### src/design/cbct_pkg.sv
// Shared types and constants of the color blob centroid tracker.
`default_nettype none

package cbct_pkg;

	// Field and state widths
	localparam int CH_W    = 8;
	localparam int COORD_W = 11;
	localparam int OUT_W   = 12;
	localparam int SUM_W   = 34;
	localparam int CNT_W   = 23;
	localparam int IDX_W   = 3;

	// Frame limits and box geometry
	localparam int MAX_WIDTH  = 2048;
	localparam int MAX_HEIGHT = 2048;
	localparam int BOX_SIZE   = 24;
	localparam logic [OUT_W-1:0] BOX_HALF = OUT_W'(BOX_SIZE / 2);

	// Saturation point of the match counter
	localparam logic [CNT_W-1:0] COUNT_MAX = {CNT_W{1'b1}};

	// Divider: the mean always fits the coordinate width
	localparam int QUO_W  = COORD_W;
	localparam int REM_W  = SUM_W - QUO_W;
	localparam int STEP_W = $clog2(QUO_W);

	// Configuration register indexes
	localparam logic [IDX_W-1:0] REG_BLUE_LOW   = 3'd0;
	localparam logic [IDX_W-1:0] REG_GREEN_LOW  = 3'd1;
	localparam logic [IDX_W-1:0] REG_RED_LOW    = 3'd2;
	localparam logic [IDX_W-1:0] REG_BLUE_HIGH  = 3'd3;
	localparam logic [IDX_W-1:0] REG_GREEN_HIGH = 3'd4;
	localparam logic [IDX_W-1:0] REG_RED_HIGH   = 3'd5;

	// Reset values of the bounds
	localparam logic [CH_W-1:0] RST_BLUE_LOW   = 8'd0;
	localparam logic [CH_W-1:0] RST_GREEN_LOW  = 8'd200;
	localparam logic [CH_W-1:0] RST_RED_LOW    = 8'd0;
	localparam logic [CH_W-1:0] RST_BLUE_HIGH  = 8'd100;
	localparam logic [CH_W-1:0] RST_GREEN_HIGH = 8'd255;
	localparam logic [CH_W-1:0] RST_RED_HIGH   = 8'd100;

	typedef struct packed {
		logic [CH_W-1:0] blue_low;
		logic [CH_W-1:0] green_low;
		logic [CH_W-1:0] red_low;
		logic [CH_W-1:0] blue_high;
		logic [CH_W-1:0] green_high;
		logic [CH_W-1:0] red_high;
	} bounds_t;

	typedef enum logic [2:0] {
		ST_ACC,
		ST_START,
		ST_DIVX,
		ST_DIVY,
		ST_LOAD
	} state_t;

endpackage

`default_nettype wire

### src/design/cbct_accum.sv
// Color threshold test and centroid accumulators.
`default_nettype none

module cbct_accum (
	input  wire logic                            clk,
	input  wire logic                            arst_n,
	input  wire cbct_pkg::bounds_t               bounds,
	input  wire logic                            take,
	input  wire logic                            clear,
	input  wire logic [cbct_pkg::CH_W-1:0]       blue,
	input  wire logic [cbct_pkg::CH_W-1:0]       green,
	input  wire logic [cbct_pkg::CH_W-1:0]       red,
	input  wire logic [cbct_pkg::COORD_W-1:0]    column,
	input  wire logic [cbct_pkg::COORD_W-1:0]    row,
	output logic      [cbct_pkg::SUM_W-1:0]      column_sum,
	output logic      [cbct_pkg::SUM_W-1:0]      row_sum,
	output logic      [cbct_pkg::CNT_W-1:0]      match_count
);
	import cbct_pkg::*;

	logic [SUM_W-1:0] col_sum_q;
	logic [SUM_W-1:0] row_sum_q;
	logic [CNT_W-1:0] count_q;
	logic             hit;

	// Test every channel against its bounds, the frame limits and the count ceiling
	always_comb begin
		hit = (blue >= bounds.blue_low) && (blue <= bounds.blue_high) &&
			(green >= bounds.green_low) && (green <= bounds.green_high) &&
			(red >= bounds.red_low) && (red <= bounds.red_high) &&
			(32'(column) < MAX_WIDTH) && (32'(row) < MAX_HEIGHT) &&
			(count_q != COUNT_MAX);
	end

	// Accumulate matching pixels; drop everything once the frame result is loaded
	always_ff @(posedge clk or negedge arst_n) begin
		if (!arst_n) begin
			col_sum_q <= '0;
			row_sum_q <= '0;
			count_q   <= '0;
		end else if (clear) begin
			col_sum_q <= '0;
			row_sum_q <= '0;
			count_q   <= '0;
		end else if (take && hit) begin
			col_sum_q <= col_sum_q + SUM_W'(column);
			row_sum_q <= row_sum_q + SUM_W'(row);
			count_q   <= count_q + 1'b1;
		end
	end

	assign column_sum  = col_sum_q;
	assign row_sum     = row_sum_q;
	assign match_count = count_q;

endmodule

`default_nettype wire

### src/design/cbct_div.sv
// Restoring divider producing one quotient bit per cycle.
`default_nettype none

module cbct_div (
	input  wire logic                          clk,
	input  wire logic                          arst_n,
	input  wire logic                          start,
	input  wire logic [cbct_pkg::SUM_W-1:0]    dividend,
	input  wire logic [cbct_pkg::CNT_W-1:0]    divisor,
	output logic                               done,
	output logic      [cbct_pkg::QUO_W-1:0]    quotient
);
	import cbct_pkg::*;

	logic              busy_q;
	logic              done_q;
	logic [STEP_W-1:0] step_q;
	logic [REM_W-1:0]  rem_q;
	logic [QUO_W-1:0]  qd_q;
	logic [REM_W+1:0]  trial;
	logic              fit;
	logic [REM_W-1:0]  rem_next;

	// Trial subtract of the divisor from the shifted partial remainder
	always_comb begin
		trial    = {1'b0, rem_q, qd_q[QUO_W-1]} - (REM_W+2)'(divisor);
		fit      = !trial[REM_W+1];
		rem_next = fit ? trial[REM_W-1:0] : {rem_q[REM_W-2:0], qd_q[QUO_W-1]};
	end

	// Sequence the steps
	always_ff @(posedge clk or negedge arst_n) begin
		if (!arst_n) begin
			busy_q <= 1'b0;
			done_q <= 1'b0;
			step_q <= '0;
		end else if (start) begin
			busy_q <= 1'b1;
			done_q <= 1'b0;
			step_q <= '0;
		end else if (busy_q) begin
			step_q <= step_q + 1'b1;
			if (step_q == STEP_W'(QUO_W - 1)) begin
				busy_q <= 1'b0;
				done_q <= 1'b1;
			end
		end
	end

	// Load the upper bits as remainder, then shift quotient bits in
	always_ff @(posedge clk) begin
		if (start) begin
			rem_q <= dividend[SUM_W-1:QUO_W];
			qd_q  <= dividend[QUO_W-1:0];
		end else if (busy_q) begin
			rem_q <= rem_next;
			qd_q  <= {qd_q[QUO_W-2:0], fit};
		end
	end

	assign done     = done_q;
	assign quotient = qd_q;

endmodule

`default_nettype wire

### src/design/color_blob_centroid_tracker_unit.sv
// Top level of the color blob centroid tracker: sequencer, registers and output stage.
`default_nettype none

// Pixels are taken one per cycle while the input is not stalled. A pixel that
// carries frame_end closes the frame. The block then stalls its input through
// one start state, 11 divider steps plus a hand-off for the mean column and again
// for the mean row, then one load state. A single shared restoring divider, one
// quotient bit per cycle, forms both means, and the result is loaded into the
// output register. A frame with no matching pixel skips the divider and goes
// from the start state straight to the load state. The output register holds a
// result until it is taken. Pixels of the next frame are accepted meanwhile.
// Only the next frame end waits for the register to free up, and it stalls the
// input for as long as it waits.
// Bounds are written through the cfg port.
module color_blob_centroid_tracker_unit (
	input  wire logic                              clk,
	input  wire logic                              arst_n,
	input  wire logic                              cfg_write,
	input  wire logic [cbct_pkg::IDX_W-1:0]        cfg_index,
	input  wire logic [cbct_pkg::CH_W-1:0]         cfg_data,
	input  wire logic                              in_valid,
	output logic                                   in_stall,
	input  wire logic [cbct_pkg::CH_W-1:0]         blue,
	input  wire logic [cbct_pkg::CH_W-1:0]         green,
	input  wire logic [cbct_pkg::CH_W-1:0]         red,
	input  wire logic [cbct_pkg::COORD_W-1:0]      column,
	input  wire logic [cbct_pkg::COORD_W-1:0]      row,
	input  wire logic                              frame_end,
	output logic                                   out_valid,
	input  wire logic                              out_stall,
	output logic                                   target_found,
	output logic      [cbct_pkg::COORD_W-1:0]      center_x,
	output logic      [cbct_pkg::COORD_W-1:0]      center_y,
	output logic signed [cbct_pkg::OUT_W-1:0]      box_left,
	output logic signed [cbct_pkg::OUT_W-1:0]      box_top,
	output logic signed [cbct_pkg::OUT_W-1:0]      move_x,
	output logic signed [cbct_pkg::OUT_W-1:0]      move_y
);
	import cbct_pkg::*;

	state_t             state_q, state_d;
	bounds_t            bounds_q;
	logic               take;
	logic               acc_clear;
	logic               div_start;
	logic               sel_row;
	logic               cap_x;
	logic               load_out;
	logic               out_free;
	logic [SUM_W-1:0]   column_sum;
	logic [SUM_W-1:0]   row_sum;
	logic [CNT_W-1:0]   match_count;
	logic [SUM_W-1:0]   dividend;
	logic               div_done;
	logic [QUO_W-1:0]   quotient;
	logic [COORD_W-1:0] cx_q;
	logic [COORD_W-1:0] prev_x_q;
	logic [COORD_W-1:0] prev_y_q;
	logic               found;
	logic [COORD_W-1:0] cx_sel;
	logic [COORD_W-1:0] cy_sel;
	logic               out_valid_q;
	logic               found_q;
	logic [COORD_W-1:0] center_x_q;
	logic [COORD_W-1:0] center_y_q;
	logic [OUT_W-1:0]   box_left_q;
	logic [OUT_W-1:0]   box_top_q;
	logic [OUT_W-1:0]   move_x_q;
	logic [OUT_W-1:0]   move_y_q;

	// Bound registers
	always_ff @(posedge clk or negedge arst_n) begin
		if (!arst_n) begin
			bounds_q.blue_low   <= RST_BLUE_LOW;
			bounds_q.green_low  <= RST_GREEN_LOW;
			bounds_q.red_low    <= RST_RED_LOW;
			bounds_q.blue_high  <= RST_BLUE_HIGH;
			bounds_q.green_high <= RST_GREEN_HIGH;
			bounds_q.red_high   <= RST_RED_HIGH;
		end else if (cfg_write) begin
			case (cfg_index)
				REG_BLUE_LOW:   bounds_q.blue_low   <= cfg_data;
				REG_GREEN_LOW:  bounds_q.green_low  <= cfg_data;
				REG_RED_LOW:    bounds_q.red_low    <= cfg_data;
				REG_BLUE_HIGH:  bounds_q.blue_high  <= cfg_data;
				REG_GREEN_HIGH: bounds_q.green_high <= cfg_data;
				REG_RED_HIGH:   bounds_q.red_high   <= cfg_data;
				default: ;
			endcase
		end
	end

	assign take     = in_valid && !in_stall;
	assign out_free = !out_valid_q || !out_stall;

	cbct_accum u_accum (
		.clk         (clk),
		.arst_n      (arst_n),
		.bounds      (bounds_q),
		.take        (take),
		.clear       (acc_clear),
		.blue        (blue),
		.green       (green),
		.red         (red),
		.column      (column),
		.row         (row),
		.column_sum  (column_sum),
		.row_sum     (row_sum),
		.match_count (match_count)
	);

	assign dividend = sel_row ? row_sum : column_sum;

	cbct_div u_div (
		.clk      (clk),
		.arst_n   (arst_n),
		.start    (div_start),
		.dividend (dividend),
		.divisor  (match_count),
		.done     (div_done),
		.quotient (quotient)
	);

	// State register
	always_ff @(posedge clk or negedge arst_n) begin
		if (!arst_n) begin
			state_q <= ST_ACC;
		end else begin
			state_q <= state_d;
		end
	end

	// Next state and sequencer controls
	always_comb begin
		state_d   = state_q;
		in_stall  = 1'b1;
		div_start = 1'b0;
		sel_row   = 1'b0;
		cap_x     = 1'b0;
		load_out  = 1'b0;
		acc_clear = 1'b0;
		case (state_q)
			ST_ACC: begin
				in_stall = 1'b0;
				if (in_valid && frame_end) begin
					state_d = ST_START;
				end
			end
			ST_START: begin
				if (match_count == '0) begin
					state_d = ST_LOAD;
				end else begin
					div_start = 1'b1;
					state_d   = ST_DIVX;
				end
			end
			ST_DIVX: begin
				if (div_done) begin
					cap_x     = 1'b1;
					div_start = 1'b1;
					sel_row   = 1'b1;
					state_d   = ST_DIVY;
				end
			end
			ST_DIVY: begin
				if (div_done) begin
					state_d = ST_LOAD;
				end
			end
			ST_LOAD: begin
				if (out_free) begin
					load_out  = 1'b1;
					acc_clear = 1'b1;
					state_d   = ST_ACC;
				end
			end
			default: begin
				state_d = ST_ACC;
			end
		endcase
	end

	// Hold the mean column while the divider works on the row
	always_ff @(posedge clk) begin
		if (cap_x) begin
			cx_q <= quotient;
		end
	end

	// Pick the new centroid, or keep the previous one when the target is lost
	always_comb begin
		found  = (match_count != '0);
		cx_sel = found ? cx_q : prev_x_q;
		cy_sel = found ? quotient : prev_y_q;
	end

	// Previous centroid
	always_ff @(posedge clk or negedge arst_n) begin
		if (!arst_n) begin
			prev_x_q <= '0;
			prev_y_q <= '0;
		end else if (load_out && found) begin
			prev_x_q <= cx_sel;
			prev_y_q <= cy_sel;
		end
	end

	// Output valid
	always_ff @(posedge clk or negedge arst_n) begin
		if (!arst_n) begin
			out_valid_q <= 1'b0;
		end else if (load_out) begin
			out_valid_q <= 1'b1;
		end else if (!out_stall) begin
			out_valid_q <= 1'b0;
		end
	end

	// Output payload: box corner and movement
	always_ff @(posedge clk) begin
		if (load_out) begin
			found_q    <= found;
			center_x_q <= cx_sel;
			center_y_q <= cy_sel;
			box_left_q <= OUT_W'(cx_sel) - BOX_HALF;
			box_top_q  <= OUT_W'(cy_sel) - BOX_HALF;
			if (found && (prev_x_q != '0) && (prev_y_q != '0)) begin
				move_x_q <= OUT_W'(cx_sel) - OUT_W'(prev_x_q);
				move_y_q <= OUT_W'(cy_sel) - OUT_W'(prev_y_q);
			end else begin
				move_x_q <= '0;
				move_y_q <= '0;
			end
		end
	end

	assign out_valid    = out_valid_q;
	assign target_found = found_q;
	assign center_x     = center_x_q;
	assign center_y     = center_y_q;
	assign box_left     = box_left_q;
	assign box_top      = box_top_q;
	assign move_x       = move_x_q;
	assign move_y       = move_y_q;

endmodule

`default_nettype wire

### config.mk
export PLATFORM = sky130hd
export DESIGN_NAME = color_blob_centroid_tracker_unit
export DESIGN_NICKNAME = d
export VERILOG_FILES = /design/src/design/cbct_pkg.sv /design/src/design/cbct_accum.sv /design/src/design/cbct_div.sv /design/src/design/color_blob_centroid_tracker_unit.sv
export SDC_FILE = /design/constraint.sdc
export NUM_CORES = 1
export LEC_CHECK = 0
export BUFFER_PORTS_ARGS = -buffer_cell sky130_fd_sc_hd__buf_4
export CAP_MARGIN = 20
export CORE_MARGIN = 2
export CORE_UTILIZATION = 35
export CTS_CLUSTER_SIZE = 24
export DETAILED_ROUTE_END_ITERATION = 8
export SLEW_MARGIN = 20
export SYNTH_ARGS = -nofsm -noshare
export SYNTH_HDL_FRONTEND = slang
export SYNTH_SLANG_ARGS = --single-unit
export TNS_END_PERCENT = 10
### constraint.sdc
create_clock -name clk -period 5.5 [get_ports clk]
set_input_delay 0.275 -clock clk [delete_from_list [all_inputs] [get_ports clk]]
set_output_delay 0.275 -clock clk [all_outputs]
set_load 0.1 [all_outputs]
Yosys cells after proc, flatten, opt, wreduce, memory -nomap -nowiden
Cells that the tools add are included.
W data, S select, Z words.
{"block": "word_totals", "ff_bits": 287, "latch_bits": 0, "ramBits": 0, "rom_bits": 0, "in_bits": 63, "output_inout_bits": 73, "elab_cells": 127, "n_memories": 0}
{"block": "classes", "addsub": 9, "multipliers": 0, "div": 0, "n_lt_le_gt_ge": 6, "n_eq_ne": 16, "n_shift": 0, "muxes": 37, "bitwise_logic": 0, "reduce_logical": 33}
{"op": "$mux W34", "n": 5}
{"op": "$mux W23", "n": 5}
{"op": "$add A34 B11 Y34", "n": 2}
{"op": "$mux W11", "n": 4}
{"op": "$sub A24 B23 Y25", "n": 1}
{"op": "$ge A8 B8 Y1", "n": 3}
{"op": "$le A8 B8 Y1", "n": 3}
{"op": "$sub A11 B11 Y12", "n": 2}
{"op": "$sub A11 B4 Y12 const B", "n": 2}
{"op": "$add A23 B1 Y23 const B", "n": 1}
{"op": "$logic_not A23 Y1", "n": 1}
{"op": "$ne A23 B23 Y1 const B", "n": 1}
{"op": "$reduce_bool A23 Y1", "n": 1}
{"op": "$reduce_bool A11 Y1", "n": 2}
{"op": "$mux W3", "n": 5}
{"op": "$pmux W3 S5", "n": 1}
{"op": "$mux W1", "n": 14}
{"op": "$reduce_and A2 Y1", "n": 7}
{"op": "$eq A3 B2 Y1 const B", "n": 4}
{"op": "$logic_and A1 B1 Y1", "n": 12}
{"op": "$eq A3 B3 Y1 const B", "n": 3}
{"op": "$mux W4", "n": 2}
{"op": "$ne A2 B1 Y1 const B", "n": 4}
{"op": "$eq A3 B1 Y1 const B", "n": 2}
{"op": "other kinds (9)", "n": 14}

Depth between registers and ports, before layout
Gate-level depths: netlist (run 1).
{"block": "depth", "word_depth": 10, "depth_mapped": 18, "ltp_nobuf": 16}

Cells and area by module
A second synthesis (run 1) with hierarchy kept.
{"block": "hier_totals", "cells_unflattened": 1721, "hier_area_um2": 17485.5}
{"mod": "color_blob_centroid_tracker_unit", "instances": 1, "cells_per_inst": 582, "area_each_um2": 7474.7, "seq_area_each_um2": 4215.3}
{"mod": "cbct_accum", "instances": 1, "cells_per_inst": 788, "area_each_um2": 6727.7, "seq_area_each_um2": 2277.2}
{"mod": "cbct_div", "instances": 1, "cells_per_inst": 351, "area_each_um2": 3283.1, "seq_area_each_um2": 1171.1}

Worst setup path after synthesis (run 1)
OpenSTA, ideal clock, no wires.
{"block": "synth_path", "path_type": "register -> register", "start": "reg u_accum.count_q[11] (netlist: u_accum.match_count[11])", "end": "reg move_y_q[10] (netlist: move_y[10]), data pin", "setup_time_ps": 266, "arrival_time_ps": 3722, "required_ps": 5234, "setup_slack_ps": 1512, "path_stages_with_launch": 19, "path_buffers": 2, "synth_period_minus_slack_ps": 3988, "path_cell_list": "dfrtp_1 > nor4_1 > nand4_1 > nor4b_1 > buf_4 > buf_2 > mux2i_1 > ha_1 > inv_1 > fa_1 > a21o_1 > a21oi_1 > o21ai_0 > a21oi_1 > o21ai_0 > a21oi_1 > o21ai_0 > xnor2_1 > nor2_1"}
{"block": "synth_via", "elab_chain_cells": 3, "word_cells_on_any_way": 5, "cone_classes": "1 x add/sub; 1 x mux; 3 x reduce/logical"}
{"item": "start, declared", "line": "cbct_accum.sv:23", "text": "logic [CNT_W-1:0] count_q;"}
{"item": "start signal, assigned", "line": "cbct_accum.sv:48", "text": "count_q <= count_q + 1'b1;"}
{"item": "$reduce_bool A23 Y1 *", "line": "color_blob_centroid_tracker_unit.sv:192", "text": "found = (match_count != '0);"}
{"item": "$mux W11 or $logic_and A1 B1 Y1 (tied branches)", "line": "color_blob_centroid_tracker_unit.sv:194, color_blob_centroid_tracker_unit.sv:227"}
{"item": "$sub A11 B11 Y12 or $logic_and A1 B1 Y1 (tied branches)", "line": "color_blob_centroid_tracker_unit.sv:229, color_blob_centroid_tracker_unit.sv:227"}
{"item": "end signal, assigned", "line": "color_blob_centroid_tracker_unit.sv:229", "text": "move_y_q <= OUT_W'(cy_sel) - OUT_W'(prev_y_q);"}
{"item": "end, declared", "line": "color_blob_centroid_tracker_unit.sv:69", "text": "logic [OUT_W-1:0] move_y_q;"}
Every way passes the cells marked *; elsewhere a longest branch is shown, timed or not.
A chain may end at the register's enable or synchronous reset.

Worst setup path in the final report (run 1)
{"block": "layout_path", "start": "reg u_accum.count_q[7] (netlist: u_accum.match_count[7])", "end": "reg move_x_q[11] (netlist: move_x[11]), data pin"}
{"block": "layout_via", "elab_chain_cells": 3, "word_cells_on_any_way": 5, "cone_classes": "1 x add/sub; 1 x mux; 3 x reduce/logical"}
{"item": "$reduce_bool A23 Y1", "line": "color_blob_centroid_tracker_unit.sv:192"}
{"item": "$mux W11", "line": "color_blob_centroid_tracker_unit.sv:193", "text": "cx_sel = found ? cx_q : prev_x_q;"}
{"item": "named net cx_sel[1]", "line": "color_blob_centroid_tracker_unit.sv:60", "text": "logic [COORD_W-1:0] cx_sel;"}
{"item": "$sub A11 B11 Y12", "line": "color_blob_centroid_tracker_unit.sv:228", "text": "move_x_q <= OUT_W'(cx_sel) - OUT_W'(prev_x_q);"}
{"item": "end signal, assigned", "line": "color_blob_centroid_tracker_unit.sv:228"}
{"item": "end, declared", "line": "color_blob_centroid_tracker_unit.sv:68", "text": "logic [OUT_W-1:0] move_x_q;"}
The timed path passes the listed nets, and every way through them passes these cells.

==> results.py, run 1 <==
metrics = {
    "drt": {
        "ant_nets": 0,
        "viasPerCell": 5.173,
        "via_count": 12891,
        "drc_errors": 0,
        "avgRoutedWirePerCell_um": 16.71,
        "first_pass_iters": 5,
        "drt_iter0_drc": 774,
        "drt-total-wl_mm": 41.64,
    },
    "setup_path": {
        "worstPathCellList": "nor4_1, nand4_1, nor4b_2, buf_4, mux2_2, ha_1, nor2b_1, o21ai_0, a21boi_0, o21ai_0, a21oi_1, o21ai_0, a21o_1, a21oi_1, a2111oi_0",
        "critPathTopFamily": "compound AO/OA/AOI/OAI gates",
        "required_ns": 5.81,
        "start_kind": "register",
        "crit_path_frequent_cell": "o21ai_0",
        "cp_max_fo": 8,
        "cp_slowest_cell": "nor4b_2",
        "slowest_delay_ns": 0.58,
        "cp-end-kind": "register",
        "crit_type": "register to register",
        "cp.arrival_ns": 4.76,
        "path_buf_inv": 1,
    },
    "floorplan": {
        "initial_core_util_pct": 35.55,
        "die_x_um": 224.7,
        "coreArea_um2": 47950,
        "dieArea_um2": 50490,
        "die_h_um": 224.7,
        "core.rowCount": 80,
        "ios": 136,
    },
    "yosys": {
        "synthArstFlopShare_pct": 60.42,
        "synth_flop_cell": "dfrtp_1",
        "yosys.area.top_type": "dfrtp_1",
        "synth_edf_count": 112,
        "yosysMostFrequentCell": "nand2_1",
        "syn_inst": 1723,
        "synth_nets": 1912,
        "seq_area_frac_synth_pct": 44.96,
        "ys_ff_latch": 283,
        "synth_area_leaders": "dfrtp_1 (23%), edfxtp_1 (20%), ha_1 (8.9%), nand2_1 (4.7%), mux2i_1 (4.3%)",
        "synth_top_area_share_pct": 22.61,
        "ys_warn_count": 0,
        "yosysUniqueCellTypes": 74,
        "syn_area_um2": 17050,
        "syn_area_per_cell_um2": 9.893,
        "synthTopCellsByCount": "nand2_1 (214), dfrtp_1 (154), inv_1 (150)",
    },
    "placed_design": {
        "port_buffers": 135,
        "place_inst": 2419,
        "dp_hpwl_mm": 29.16,
        "post-place-ws_ns": 1.034,
        "routabilityCongestion": 0.8449,
        "placed_cell_area_um2": 18700,
    },
    "pwr": {
        "p_sw_share_pct": 40.88,
        "clkPwrFrac_pct": 25.8,
        "p_seq_share_pct": 31.4,
        "power_density_nw_per_um2": 462.2,
        "ir_drop_uv": 241.0,
        "p_switching_mw": 3.781,
        "p_leak_nw": 8.734,
        "power_frac_comb_pct": 42.7,
        "total_power_mw": 9.248,
        "p_int_mw": 5.467,
    },
    "grt": {
        "antenna_found_initial": 1,
        "grt_util_all_layers_pct": 16.58,
        "grt_first_pass_wirelength_mm": 67.71,
        "grt_pass1_vias": 12768,
        "grt-ovfl-total": 0,
        "grt_start_max_net_pins": 172,
    },
    "final_layout": {
        "fin_nets": 2039,
        "multi_input_area_um2": 8527,
        "syn_to_final_growth_pct": 17.37,
        "seq_area_um2": 7664,
        "design_area_um2": 20010,
        "n_fill_cell": 4631,
        "fin_util_pct": 41.73,
        "drive_gt1_share_pct": 16.73,
        "insertedDiodeCount": 0,
        "stdcell_count": 2492,
    },
    "hold_path": {
        "hold_class": "input port to register",
    },
    "sta": {
        "maxSlewHeadroom_pct": 34.85,
        "drv_slew": 0,
        "final-hold-violation-count": 0,
        "fin_worst_skew_ns": 0.03068,
        "tightest_slew_ns": 0.9773,
        "worst_hold_slack_ns": 0.02222,
        "finalCritPeriodShare_pct": 80.95,
        "finalCriticalPeriod_ns": 4.452,
        "fmax_mhz": 224.6,
        "rsz0062_at_grt": "no",
        "setup_tns_ns": 0,
        "fin_ws_ns": 1.048,
        "finalSetupViolations": 0,
    },
    "cts": {
        "numCtsBuffers": 35,
        "cts_tree": "done",
        "clock_sinks": 283,
        "insertion_delay_ns": 0.57,
        "cts_resized": 0,
        "h-tree-depth": 2,
        "clk_pin_slew_ns": 0.06,
        "clk_path_buf_depth": 3,
        "ctsRootBufferMaster": "clkbuf_16",
    },
    "run": {
        "cap_violations": 0,
    },
    "status": {
        "status": "finished clean",
    },
}
## path summary, 6_finish.rpt
| kind | startpoint | end | slack, ns | cells after the start |
|---|---|---|---|---|
| worst max-delay path | u_accum.match_count[7]$_DFFE_PN0P_ | move_x[11]$_SDFFCE_PN0P_ | 1.05 | 15 |
| worst min-delay path | cfg_data[4] | bounds_q[28]$_DFFE_PN0P_ | 0.02 | 3 |
| worst max register to register | u_accum.match_count[7]$_DFFE_PN0P_ | move_x[11]$_SDFFCE_PN0P_ | 1.05 | 15 |
| worst min register to register | u_div.quotient[10]$_DFFE_PP_ | cx_q[10]$_DFFE_PP_ | 0.48 | 0 |
| max in group asynchronous | arst_n | prev_x_q[1]$_DFFE_PN0P_ | 4.33 | 3 |
| min in group asynchronous | arst_n | bounds_q[17]$_DFFE_PN0P_ | 0.43 | 3 |
## per-layer routing
metal / up-vias / share of wire [%] / GRT usage (%)
met4: 2 / 2.7 / 5.704
met5: - / 0.046 / 0
met1: 6198 / 47 / 23.18
li1: 6352 / - / -
met2: 264 / 46 / 25.96
met3: 75 / 4.4 / 2.822
## power by group through the flow
stage               registers, mW  clock network [mW]  logic [mW]
detailed placement           2.95                   0        3.95
CTS                          2.91                2.44        3.97
finish                       2.91                2.39        3.95
floorplan                    3.74                   0        2.29
global route                 2.95                2.53        4.36
global placement             2.94                   0        3.89
## registers in the layout (all words and copies together), names as in the netlist, 12 cells and up
name,count
bounds_q,48
u_accum.column_sum,34
u_accum.row_sum,34
u_accum.match_count,23
u_div.rem_q,23
move_x,12
move_y,12
## layout by cell type, fill, tap and decap left out, drive strengths merged, types with 19 or more instances in the layout
cell / synthesis / final
nor2: 81 / 81
nand2b: 56 / 56
clkbuf: 46 / 46
mux2i: 73 / 73
a211oi: 20 / 20
nand2: 215 / 215
edfxtp: 112 / 112
o21ai: 113 / 113
mux2: 50 / 50
ha: 121 / 121
nor4: 23 / 23
and3: 22 / 22
inv: 150 / 151
dfrtp: 154 / 154
a21oi: 56 / 56
xnor2: 39 / 39
buf: 28 / 156
nor3: 57 / 57
nand4: 19 / 19
a21o: 23 / 23
nand3: 57 / 57
xor2: 23 / 23
a31oi: 25 / 25
## repair_timing
item,in CTS,in global routing
endpoints found under the hold margin,116,0
setup buffers,0,0
hold buffers,8,0
## worst reg2reg max path: cells and delay by family, from the launching register on
| kind | cells | cell delay, ns |
|---|---|---|
| buffers and inverters | 1 | 0.32 |
| DFF | 1 | 0.42 |
| and+or+nand+nor | 4 | 1.22 |
| muxes | 1 | 0.40 |
| adders and majority gates | 1 | 0.27 |
| AOI/OAI and AO/OA | 8 | 1.57 |
## logic make-up after synthesis
family | share of synthesized area [%]
muxes | 7.590
and+or+nand+nor | 18.04
adders and majority gates | 9.469
xor gates and xnor gates | 3.186
AOI/OAI and AO/OA | 11.40
DFF | 44.96
buffers and inverters | 5.358
## final cells by class
cell class	instances	area share, %
Clock buffer	46	4.840
Timing Repair Buffer	164	6.454
Sequential cell	283	38.30
Tap cell	615	3.846
Inverter	150	2.820
Multi-Input combinational cell	1216	42.62
Clock inverter	18	1.119
Power figures use the tool's default switching activity.
==> inputs of run 2 (changes only) <==
Settings changed: ABC_AREA from default to 1.
Clock period 5.5 ns to 4.2 ns, I/O delays scaled along.
==> results.py, run 2 <==
metrics = {
    "floorplan": {
        "die_h_um": 241.7,
        "coreArea_um2": 56170,
        "ios": 136,
        "core.rowCount": 87,
        "die_x_um": 241.7,
        "dieArea_um2": 58400,
        "initial_core_util_pct": 35.20,
    },
    "setup_path": {
        "critPathTopFamily": "adder cells",
        "cp_slowest_cell": "fa_1",
        "crit_type": "register to register",
        "slowest_delay_ns": 0.44,
        "worstPathCellList": "inv_1, ha_1, nand4_1, nor2_1, nand3_2, buf_4, nand2_1, o21ai_1, inv_1, ha_1, inv_1, fa_1, a211oi_1, o21ai_0, o21ai_0, inv_1",
        "cp.arrival_ns": 3.84,
        "path_buf_inv": 5,
        "required_ns": 4.51,
        "start_kind": "register",
        "cp-end-kind": "register",
        "crit_path_frequent_cell": "inv_1",
        "cp_max_fo": 17,
    },
    "yosys": {
        "seq_area_frac_synth_pct": 38.77,
        "synth_area_leaders": "dfrtp_1 (19%), edfxtp_1 (17%), nand2_1 (16%), ha_1 (7.7%), inv_1 (7.0%)",
        "yosysUniqueCellTypes": 48,
        "synth_edf_count": 112,
        "ys_ff_latch": 283,
        "ys_warn_count": 0,
        "yosysMostFrequentCell": "nand2_1",
        "synthTopCellsByCount": "nand2_1 (840), inv_1 (367), nand3_1 (239)",
        "synth_flop_cell": "dfrtp_1",
        "synth_top_area_share_pct": 19.49,
        "synth_nets": 2923,
        "syn_area_um2": 19770,
        "syn_area_per_cell_um2": 7.231,
        "synthArstFlopShare_pct": 60.42,
        "yosys.area.top_type": "dfrtp_1",
        "syn_inst": 2734,
    },
    "pwr": {
        "power_frac_comb_pct": 46.9,
        "p_switching_mw": 6.198,
        "p_sw_share_pct": 45.66,
        "ir_drop_uv": 378.3,
        "p_leak_nw": 11.21,
        "p_seq_share_pct": 29.9,
        "power_density_nw_per_um2": 598.8,
        "clkPwrFrac_pct": 23.2,
        "p_int_mw": 7.377,
    },
    "grt": {
        "grt-ovfl-total": 0,
        "grt_util_all_layers_pct": 20.02,
        "antenna_found_initial": 0,
        "grt_start_max_net_pins": 123,
        "grt_pass1_vias": 17213,
        "grt_first_pass_wirelength_mm": 94.39,
    },
    "drt": {
        "drt_iter0_drc": 1384,
        "ant_nets": 0,
        "drt-total-wl_mm": 58.62,
        "first_pass_iters": 5,
        "drc_errors": 0,
        "via_count": 18001,
        "viasPerCell": 4.959,
        "avgRoutedWirePerCell_um": 16.15,
    },
    "cts": {
        "h-tree-depth": 2,
        "numCtsBuffers": 36,
        "cts_resized": 0,
        "clk_pin_slew_ns": 0.06,
        "clock_sinks": 283,
        "clk_path_buf_depth": 3,
        "insertion_delay_ns": 0.55,
        "ctsRootBufferMaster": "clkbuf_16",
        "cts_tree": "done",
    },
    "final_layout": {
        "drive_gt1_share_pct": 10.06,
        "multi_input_area_um2": 10230,
        "final_common_cell": "nand2_1",
        "fin_nets": 3035,
        "n_fill_cell": 5901,
        "insertedDiodeCount": 0,
        "seq_area_um2": 7664,
        "syn_to_final_growth_pct": 14.68,
        "top_register": "bounds_q",
        "largest_reg_flops": 48,
        "final_cell_mix": "nand2_1 (839), inv_1 (366), nand3_1 (239)",
    },
    "sta": {
        "rsz0062_at_grt": "no",
        "finalSetupViolations": 0,
        "fin_worst_skew_ns": 0.02185,
        "setup_tns_ns": 0,
        "worst_hold_slack_ns": 0.05749,
        "finalCritPeriodShare_pct": 84.09,
        "finalCriticalPeriod_ns": 3.532,
        "fmax_mhz": 283.1,
        "drv_slew": 0,
        "maxSlewHeadroom_pct": 35.05,
        "final-hold-violation-count": 0,
        "tightest_slew_ns": 0.9718,
    },
    "run": {
        "cap_violations": 0,
    },
    "hold_path": {
        "hold_class": "input port to register",
    },
    "status": {
        "status": "finished clean",
    },
    "placed_design": {
        "port_buffers": 135,
        "dp_hpwl_mm": 43.90,
        "routabilityCongestion": 0.9552,
    },
}
[run 2: changes by cell type after synthesis, moves of 20 or more]
cell | previous run | this run
inv_1 | 150 | 367
xor2_1 | 23 | 43
nand4_1 | 19 | 88
o21ai_0 | 99 | 145
mux2i_1 | 73 | 1
mux2_2 | 49 | 0
xnor2_1 | 39 | 16
nand2_1 | 214 | 840
nand2b_1 | 56 | 0
nand3_1 | 56 | 239
a21oi_1 | 56 | 96
nor2_1 | 81 | 219
[run 2: worst register-to-register path: cells and delay by family, from the launching register on]
| kind | cells | cell delay, ns |
|---|---|---|
| fa+ha+maj | 3 | 0.78 |
| flops | 1 | 0.43 |
| compound gates | 4 | 0.73 |
| buf+inv | 5 | 0.67 |
| simple gates | 4 | 0.68 |
[run 2: power groups by stage]
stage	combinational (mW)	clock (mW)	sequential (mW)
floorplan	3.85	0	4.96
global placement	6.33	0	4.11
detailed placement	6.32	0	4.11
CTS	6.36	3.22	4.06
global route	7.10	3.34	4.12
finish	6.36	3.15	4.06
[run 2: cell type report]
type	count	share of cell area, %
clock buffer	48	4.443
timing repair buffer	155	5.281
tap	756	4.172
inverter	386	6.402
sequential	283	33.80
multi-input combinational	1984	45.11
clock inverter	18	0.7947
[run 2: what timing repair did]
item,CTS,global route
hold buffers,2,0
hold endpoints to repair,90,0
buffers inserted,0,0
[run 2: cells by family (layout without fill, tap and decap cells)]
kind of cell / after synthesis / in the layout / share of synthesized area [%]
adders and majority gates: 126 / 126 / 8.165
xor gates and xnor gates: 59 / 59 / 2.614
AOI/OAI and AO/OA: 294 / 294 / 7.962
and+or+nand+nor: 1504 / 1504 / 32.78
buffers and inverters: 467 / 607 / 9.665
DFF: 283 / 283 / 38.77
muxes: 1 / 1 / 0.05063
[run 2: path summary, 6_finish.rpt]
path | start | to | slack (ns) | cells past startpoint
max reg2reg | u_accum.match_count[0]$_DFFE_PN0P_ | move_y[8]$_SDFFCE_PN0P_ | 0.67 | 16
max in group asynchronous | arst_n | bounds_q[2]$_DFFE_PN1P_ | 2.81 | 3
min reg2reg | u_div.quotient[3]$_DFFE_PP_ | cx_q[3]$_DFFE_PP_ | 0.49 | 0
min | cfg_data[6] | bounds_q[46]$_DFFE_PN0P_ | 0.06 | 3
max | u_accum.match_count[0]$_DFFE_PN0P_ | move_y[8]$_SDFFCE_PN0P_ | 0.67 | 16
min in group asynchronous | arst_n | u_accum.match_count[20]$_DFFE_PN0P_ | 0.32 | 2
[run 2: per-stage QoR]
stage	power [mW]	utilization, %	setup WS [ns]	instances	cell area (um2)
2_1_floorplan	8.810	-	0.4613	2734	19770
3_3_place_gp	10.44	38.21	0.7278	3562	21460
3_5_place_dp	10.43	38.21	0.6648	3562	21460
6_report	13.58	40.36	0.6683	3630	22670
5_1_grt	14.57	40.36	0.2881	3630	22670
4_1_cts	13.64	40.36	0.6682	3630	22670
[run 2: metal layers]
layer  part of all wire, %  track usage, %  wire, um
met1                    46           27.83     27160
met5                     0               0         0
met2                    45           31.85     26330
met4                   3.2           7.081      1859
met3                   5.6           2.775      3275
